## config.mk

```make
export PLATFORM = sky130hd
export DESIGN_NAME = nearest_color_pixel_search_core_flat
export DESIGN_NICKNAME = d
export VERILOG_FILES = /design/src/rtl/core/ncps_pkg.sv /design/src/rtl/core/ncps_pixel_if.sv /design/src/rtl/core/ncps_hit_if.sv /design/src/rtl/core/ncps_dist.sv /design/src/rtl/core/ncps_track.sv /design/src/rtl/core/nearest_color_pixel_search_core.sv /design/src/flat_wrapper.sv
export SDC_FILE = /design/constraint.sdc
export NUM_CORES = 1
export LEC_CHECK = 0
export ABC_AREA = 1
export BUFFER_PORTS_ARGS = -buffer_cell sky130_fd_sc_hd__buf_2
export CORE_ASPECT_RATIO = 0.7
export CORE_MARGIN = 3
export CORE_UTILIZATION = 55
export DETAILED_ROUTE_END_ITERATION = 8
export PLACE_DENSITY = 0.76
export SYNTH_ARGS = -nofsm -noshare
export SYNTH_HDL_FRONTEND = slang
export SYNTH_SLANG_ARGS = --single-unit
```

## constraint.sdc

```tcl
create_clock -name clk -period 9.7 [get_ports clk]
set_input_delay 0.97 -clock clk [delete_from_list [all_inputs] [get_ports clk]]
set_output_delay 0.97 -clock clk [all_outputs]
set_load 0.01 [all_outputs]
```

## src/rtl/core/ncps_pkg.sv

```systemverilog
// Package for the nearest colour pixel search core.
// Holds the beat payload types, register indexes and search constants.
// Used by the interfaces and every module of the core.
package ncps_pkg;

	localparam int unsigned ChanW  = 8;
	localparam int unsigned CoordW = 16;
	localparam int unsigned DistW  = 9;

	// Best distance before any candidate has been seen: beyond every real distance.
	localparam logic [DistW-1:0] DIST_NONE = 9'd256;
	// A row end only stops the scan if the best distance is within this limit.
	localparam logic [DistW-1:0] EARLY_STOP_LIMIT = 9'd8;

	typedef enum logic [1:0] {
		CFG_TARGET_RED   = 2'd0,
		CFG_TARGET_GREEN = 2'd1,
		CFG_TARGET_BLUE  = 2'd2,
		CFG_TOLERANCE    = 2'd3
	} cfg_index_t;

	typedef struct packed {
		logic signed [CoordW-1:0] pixel_x;
		logic signed [CoordW-1:0] pixel_y;
		logic [ChanW-1:0]         pixel_red;
		logic [ChanW-1:0]         pixel_green;
		logic [ChanW-1:0]         pixel_blue;
		logic                     end_of_row;
		logic                     end_of_scan;
	} pixel_t;

	typedef struct packed {
		logic                     found;
		logic signed [CoordW-1:0] hit_x;
		logic signed [CoordW-1:0] hit_y;
		logic [ChanW-1:0]         hit_red;
		logic [ChanW-1:0]         hit_green;
		logic [ChanW-1:0]         hit_blue;
		logic [ChanW-1:0]         hit_distance;
	} hit_t;

	typedef struct packed {
		logic [ChanW-1:0] red;
		logic [ChanW-1:0] green;
		logic [ChanW-1:0] blue;
	} colour_t;

endpackage

```

## src/rtl/core/ncps_pixel_if.sv

```systemverilog
// Valid/ready channel carrying one sampled pixel per beat.
// Depends on ncps_pkg for the pixel payload type.
interface ncps_pixel_if import ncps_pkg::*; ();
	logic   valid;
	logic   ready;
	pixel_t data;

	modport source (output valid, output data, input ready);
	modport sink (input valid, input data, output ready);
endinterface

```

## src/rtl/core/ncps_hit_if.sv

```systemverilog
// Valid/ready channel carrying one search result per beat.
// Depends on ncps_pkg for the result payload type.
interface ncps_hit_if import ncps_pkg::*; ();
	logic valid;
	logic ready;
	hit_t data;

	modport source (output valid, output data, input ready);
	modport sink (input valid, input data, output ready);
endinterface

```

## src/rtl/core/ncps_dist.sv

```systemverilog
// Chebyshev colour distance: largest per-channel absolute difference.
// Purely combinational; depends on ncps_pkg.
module ncps_dist import ncps_pkg::*; (
	input  colour_t          pixel,
	input  colour_t          target,
	output logic [ChanW-1:0] chan_dist
);
	logic [ChanW-1:0] d_red;
	logic [ChanW-1:0] d_green;
	logic [ChanW-1:0] d_blue;
	logic [ChanW-1:0] d_rg;

	assign d_red   = (pixel.red > target.red) ? pixel.red - target.red : target.red - pixel.red;
	assign d_green = (pixel.green > target.green) ? pixel.green - target.green
		: target.green - pixel.green;
	assign d_blue  = (pixel.blue > target.blue) ? pixel.blue - target.blue
		: target.blue - pixel.blue;

	assign d_rg      = (d_green > d_red) ? d_green : d_red;
	assign chan_dist = (d_blue > d_rg) ? d_blue : d_rg;
endmodule

```

## src/rtl/core/ncps_track.sv

```systemverilog
// Best-candidate tracker: keeps the closest pixel of the current scan,
// the stop flag, and forms the result on an end-of-scan beat. Depends on ncps_pkg.
module ncps_track import ncps_pkg::*; (
	input  logic             clk,
	input  logic             arst_n,
	input  logic             step,
	input  pixel_t           pixel,
	input  logic [ChanW-1:0] chan_dist,
	input  logic [ChanW-1:0] tolerance,
	output hit_t             result
);
	logic [DistW-1:0] best_dist_q;
	pixel_t           best_q;
	logic             have_q;
	logic             stopped_q;

	logic             upd;
	logic [DistW-1:0] dist_ext;
	logic [DistW-1:0] tol_ext;
	logic [DistW-1:0] nxt_dist;
	pixel_t           nxt_best;
	logic             nxt_have;
	logic             nxt_stop;
	logic             found;

	assign dist_ext = {1'b0, chan_dist};
	assign tol_ext  = {1'b0, tolerance};

	// Strict less-than keeps the earliest pixel on a tie.
	assign upd      = !stopped_q && (dist_ext < best_dist_q);
	assign nxt_dist = upd ? dist_ext : best_dist_q;
	assign nxt_best = upd ? pixel : best_q;
	assign nxt_have = have_q | upd;
	assign nxt_stop = stopped_q | (upd && chan_dist == '0)
		| (pixel.end_of_row && nxt_have && nxt_dist <= tol_ext
			&& nxt_dist <= EARLY_STOP_LIMIT);
	assign found    = nxt_have && (nxt_dist <= tol_ext);

	always_comb begin
		result = '0;
		if (found) begin
			result.found        = 1'b1;
			result.hit_x        = nxt_best.pixel_x;
			result.hit_y        = nxt_best.pixel_y;
			result.hit_red      = nxt_best.pixel_red;
			result.hit_green    = nxt_best.pixel_green;
			result.hit_blue     = nxt_best.pixel_blue;
			result.hit_distance = nxt_dist[ChanW-1:0];
		end
	end

	always_ff @(posedge clk or negedge arst_n) begin
		if (!arst_n) begin
			best_dist_q <= DIST_NONE;
			best_q      <= '0;
			have_q      <= 1'b0;
			stopped_q   <= 1'b0;
		end else if (step) begin
			if (pixel.end_of_scan) begin
				best_dist_q <= DIST_NONE;
				best_q      <= '0;
				have_q      <= 1'b0;
				stopped_q   <= 1'b0;
			end else begin
				best_dist_q <= nxt_dist;
				best_q      <= nxt_best;
				have_q      <= nxt_have;
				stopped_q   <= nxt_stop;
			end
		end
	end
endmodule

```

## src/rtl/core/nearest_color_pixel_search_core.sv

```systemverilog
// Nearest colour pixel search core: closest pixel to a target colour, Chebyshev metric.
// An end-of-scan pixel is held in the input register and its result in the output one.
// Throughput: one pixel per cycle, set by the distance and tracker update, unless
// an end-of-scan pixel must wait while a result waits in the output register.
// Reset clears the targets, tolerance, tracker state and both valid flags.
// Depends on ncps_pkg, ncps_pixel_if, ncps_hit_if, ncps_dist and ncps_track.
module nearest_color_pixel_search_core import ncps_pkg::*; (
	input  logic               clk,
	input  logic               arst_n,
	ncps_pixel_if.sink         pixel,
	ncps_hit_if.source         hit,
	input  logic               cfg_we,
	input  logic [1:0]         cfg_index,
	input  logic [ChanW-1:0]   cfg_data
);
	colour_t          target_q;
	logic [ChanW-1:0] tolerance_q;

	logic             valid_s1;
	pixel_t           pixel_s1;
	logic             hit_valid_q;
	hit_t             hit_q;

	logic             advance;
	logic             step;
	logic [ChanW-1:0] chan_dist;
	colour_t          pixel_colour;
	hit_t             result;

	always_ff @(posedge clk or negedge arst_n) begin
		if (!arst_n) begin
			target_q    <= '0;
			tolerance_q <= '0;
		end else if (cfg_we) begin
			unique case (cfg_index_t'(cfg_index))
				CFG_TARGET_RED:   target_q.red   <= cfg_data;
				CFG_TARGET_GREEN: target_q.green <= cfg_data;
				CFG_TARGET_BLUE:  target_q.blue  <= cfg_data;
				CFG_TOLERANCE:    tolerance_q    <= cfg_data;
				default: ;
			endcase
		end
	end

	// A beat without an end-of-scan mark never needs the output register.
	assign advance     = !pixel_s1.end_of_scan || !hit_valid_q || hit.ready;
	assign step        = valid_s1 && advance;
	assign pixel.ready = !valid_s1 || advance;

	always_ff @(posedge clk or negedge arst_n) begin
		if (!arst_n) begin
			valid_s1 <= 1'b0;
		end else if (pixel.valid && pixel.ready) begin
			valid_s1 <= 1'b1;
		end else if (advance) begin
			valid_s1 <= 1'b0;
		end
	end

	always_ff @(posedge clk) begin
		if (pixel.valid && pixel.ready) begin
			pixel_s1 <= pixel.data;
		end
	end

	assign pixel_colour = '{red: pixel_s1.pixel_red, green: pixel_s1.pixel_green,
		blue: pixel_s1.pixel_blue};

	ncps_dist u_dist (
		.pixel     (pixel_colour),
		.target    (target_q),
		.chan_dist (chan_dist)
	);

	ncps_track u_track (
		.clk       (clk),
		.arst_n    (arst_n),
		.step      (step),
		.pixel     (pixel_s1),
		.chan_dist (chan_dist),
		.tolerance (tolerance_q),
		.result    (result)
	);

	always_ff @(posedge clk or negedge arst_n) begin
		if (!arst_n) begin
			hit_valid_q <= 1'b0;
		end else if (step && pixel_s1.end_of_scan) begin
			hit_valid_q <= 1'b1;
		end else if (hit.ready) begin
			hit_valid_q <= 1'b0;
		end
	end

	always_ff @(posedge clk) begin
		if (step && pixel_s1.end_of_scan) begin
			hit_q <= result;
		end
	end

	assign hit.valid = hit_valid_q;
	assign hit.data  = hit_q;
endmodule

```

## src/flat_wrapper.sv

```systemverilog
// flat-port wrapper written by rule: the top's interface ports become plain ports
module nearest_color_pixel_search_core_flat import ncps_pkg::*;
  (clk, arst_n, cfg_we, cfg_index, cfg_data, pixel_valid, pixel_data, pixel_ready, hit_valid, hit_data, hit_ready);
  ncps_pixel_if pixel_i ();
  ncps_hit_if hit_i ();
  input  logic clk;
  input  logic arst_n;
  input  logic cfg_we;
  input  logic [1:0] cfg_index;
  input  logic [ChanW-1:0] cfg_data;
  input wire logic [$bits(pixel_i.valid)-1:0] pixel_valid;
  input wire logic [$bits(pixel_i.data)-1:0] pixel_data;
  output wire logic [$bits(pixel_i.ready)-1:0] pixel_ready;
  output wire logic [$bits(hit_i.valid)-1:0] hit_valid;
  output wire logic [$bits(hit_i.data)-1:0] hit_data;
  input wire logic [$bits(hit_i.ready)-1:0] hit_ready;
  assign pixel_i.valid = pixel_valid;
  assign pixel_i.data = pixel_data;
  assign pixel_ready = pixel_i.ready;
  assign hit_valid = hit_i.valid;
  assign hit_data = hit_i.data;
  assign hit_i.ready = hit_ready;
  nearest_color_pixel_search_core u_core (.clk(clk), .arst_n(arst_n), .pixel(pixel_i), .hit(hit_i), .cfg_we(cfg_we), .cfg_index(cfg_index), .cfg_data(cfg_data));
endmodule
```

==> flow_summary.toml <==
[final_layout]
final_layout_size_suffix_gt1_frac = 0.172
area_growth_pct = 14.0
final_area_sq_um = 13100
nNetsFinal = 1471
fin_util = 0.650
finalNonFillerCells = 1604
num_antenna_cells = 0

[synth]
syn_nets = 1345
synth_flop_cell = "edfxtp_1"
synth-edff-count = 123
syn-instance-count = 1192
async_flop_share = 0.451
yosys_warnings = 0
avgSynthCellArea_sq_um = 9.65
synth_seq_area_share = 0.541
synth_top_area_cell = "edfxtp_1"
synthTopCellsByArea = "edfxtp_1 32%, dfrtp_1 22%, ha_1 8.0%, nand2_1 7.1%, inv_1 6.3%"
yosysUniqueCellTypes = 45
ys_seq_elements = 224
synth_top_area_frac = 0.321
yosysMostFrequentCell = "nand2_1"
syn_area_sq_um = 11500
ys_top_cells_by_count = "217 x nand2_1, 193 x inv_1, 123 x edfxtp_1"

[drt]
route.detailed.drc = 0
highest_layer = "met4"
vias = 8729
post_drt_wl_per_cell_um = 17.3
met3_length_um = 2240
wirelength_um = 27800
ant_nets = 0
drtPass1Iterations = 7
vias_per_cell = 5.44
wl_met1_um = 13100
drtIter0Drc = 839
wl_met2_um = 11800

[critical_path]
crit_arrival_ns = 8.97
cp_slowest_cell = "edfxtp_1"
critPathTopFamily = "simple AND/OR/NAND/NOR gates"
path_buf_inv = 8
crit_required_ns = 9.96
critPathMaxStageDelay_ns = 0.42
critPathCaptureType = "register"
startpoint_type = "register"
critPathMostFrequentCell = "inv_1"
crit_fanout = 36
crit_type = "register to register"

[sta]
worst_slew_pin_slew_ns = 0.881
finalHoldViolCount = 0
drv_slew = 0
finClkSkew_ns = 0.0224
rsz0062_at_grt = "false"
layout_min_cycle_time_ns = 8.71
max_slew_margin = 0.412
setup_viol = 0
tns_ns = 0
fin_crit_sh = 0.898
fmax_ghz = 0.115

[floorplanning]
fp-row-count = 43
initial_core_util = 0.570
dieArea_sq_um = 22700
io_pins = 140
fp.dieH_um = 127
coreArea_sq_um = 20200
die_w_um = 179

[clock_network]
clk_path_buf_depth = 3
cts_tree = "yes"
ctsRootBufferMaster = "clkbuf_16"
cts-buffers-inserted = 22
path_clk_slew_ns = 0.07
cts_sinks = 224
h-tree-depth = 1
clk_latency_ns = 0.52

[global_route]
track_usage = 0.248
grt_max_degree = 91
grt_pass1_vias = 8176
overflow = 0
grt_pass1_wl_um = 44000
antenna_found_initial = 3

[hold_path]
min_path_type = "input port to asynchronous set/reset pin"

[place]
placed_cell_area_sq_um = 12400
numPlacedInstances = 1564
gp_congestion = 0.979
numPortBuffers = 139
dp_hpwl_um = 19500

[flow_run]
maxCapViolCount = 0

[status]
status = "complete, no violations"
[placed cells by master, fill, tap and decap left out, drive strengths merged, types with 27 or more instances in the layout]
cell type / netlist / routed
ha: 74 / 74
nand3: 27 / 27
edfxtp: 123 / 123
buf: 26 / 147
a21oi: 42 / 42
dfrtp: 100 / 100
clkbuf: 19 / 30
o22ai: 65 / 65
nand2: 234 / 234
inv: 195 / 196
nor2: 90 / 90
o21ai: 125 / 125
[cells by family (layout without fill, tap and decap cells)]
| family | count (synthesis) | in the layout | synth area share |
|---|---|---|---|
| flip-flops | 224 | 224 | 0.541 |
| multiplexers | 5 | 5 | 0.00435 |
| XOR/XNOR | 21 | 21 | 0.0160 |
| adder cells (fa/ha/maj) | 80 | 80 | 0.0909 |
| buffers and inverters | 240 | 382 | 0.0831 |
| AO/OA/AOI/OAI | 253 | 253 | 0.126 |
| AND/OR/NAND/NOR | 369 | 369 | 0.139 |
[metal layers]
| layer | global-route usage | vias to the layer above |
|---|---|---|
| met3 | 0.0383 | 44 |
| met5 | 0 | - |
| met1 | 0.394 | 4097 |
| li1 | - | 4228 |
| met4 | 0.0577 | 0 |
| met2 | 0.359 | 360 |
[what timing repair did]
item / in CTS / in global routing
hold buffers: 0 / 0
resized for setup: 0 / 2
setup endpoints to repair: 0 / 38
setup buffers: 0 / 0
[state kept, by name (all words and copies together), names as in the netlist]
name                        count
u_core.u_track.best_dist_q      9
u_core.hit.valid                1
u_core.valid_s1                 1
u_core.pixel_colour            24
u_core.u_track.best_q          56
u_core.hit.data                65
u_core.target_q                24
u_core.u_track.have_q           1
u_core.u_track.stopped_q        1
u_core.pixel_s1                34
u_core.tolerance_q              8
[final timing paths]
path / from / endpoint / slack (ns) / cells after the start
worst max-delay path: u_core.pixel_colour[8]$_DFFE_PP_ / u_core.hit.data[36]$_SDFFCE_PN0P_ / 0.99 / 51
worst min-delay path: arst_n / u_core.target_q[1]$_DFFE_PN0P_ / 0.45 / 1
worst max register to register: u_core.pixel_colour[8]$_DFFE_PP_ / u_core.hit.data[36]$_SDFFCE_PN0P_ / 0.99 / 51
worst min register to register: u_core.tolerance_q[4]$_DFFE_PN0P_ / u_core.tolerance_q[4]$_DFFE_PN0P_ / 0.49 / 2
max in group asynchronous: arst_n / u_core.u_track.best_q[52]$_DFFE_PN0P_ / 7.98 / 2
min in group clk: u_core.tolerance_q[4]$_DFFE_PN0P_ / u_core.tolerance_q[4]$_DFFE_PN0P_ / 0.49 / 2
[through the flow]
stage	worst slack, ns	hold WS (ns)
after floorplan	2.26	0.453
after global placement	1.13	0.470
after detailed placement	0.906	0.477
after CTS	0.757	0.447
after global routing	0.0899	0.474
final	0.985	0.446
[worst reg2reg max path: cells and delay by family (launching register included)]
family,cells,cell delay (ns)
AOI/OAI and AO/OA,14,2.14
xor gates and xnor gates,1,0.16
adders and majority gates,6,1.47
buffers and inverters,8,1.07
DFF,1,0.42
muxes,1,0.29
and+or+nand+nor,21,2.86
[final cells by class]
cell class	count	area [sq um]
fill	1640	7060
sequential	224	6220
multi-input combinational	728	4340
timing repair buffer	147	758
inverter	195	732
clock buffer	30	633
tap	270	338
clock inverter	10	86.3
Power is not shown: default switching activity piles up to over one toggle a cycle in this logic, so the estimate is an artifact.
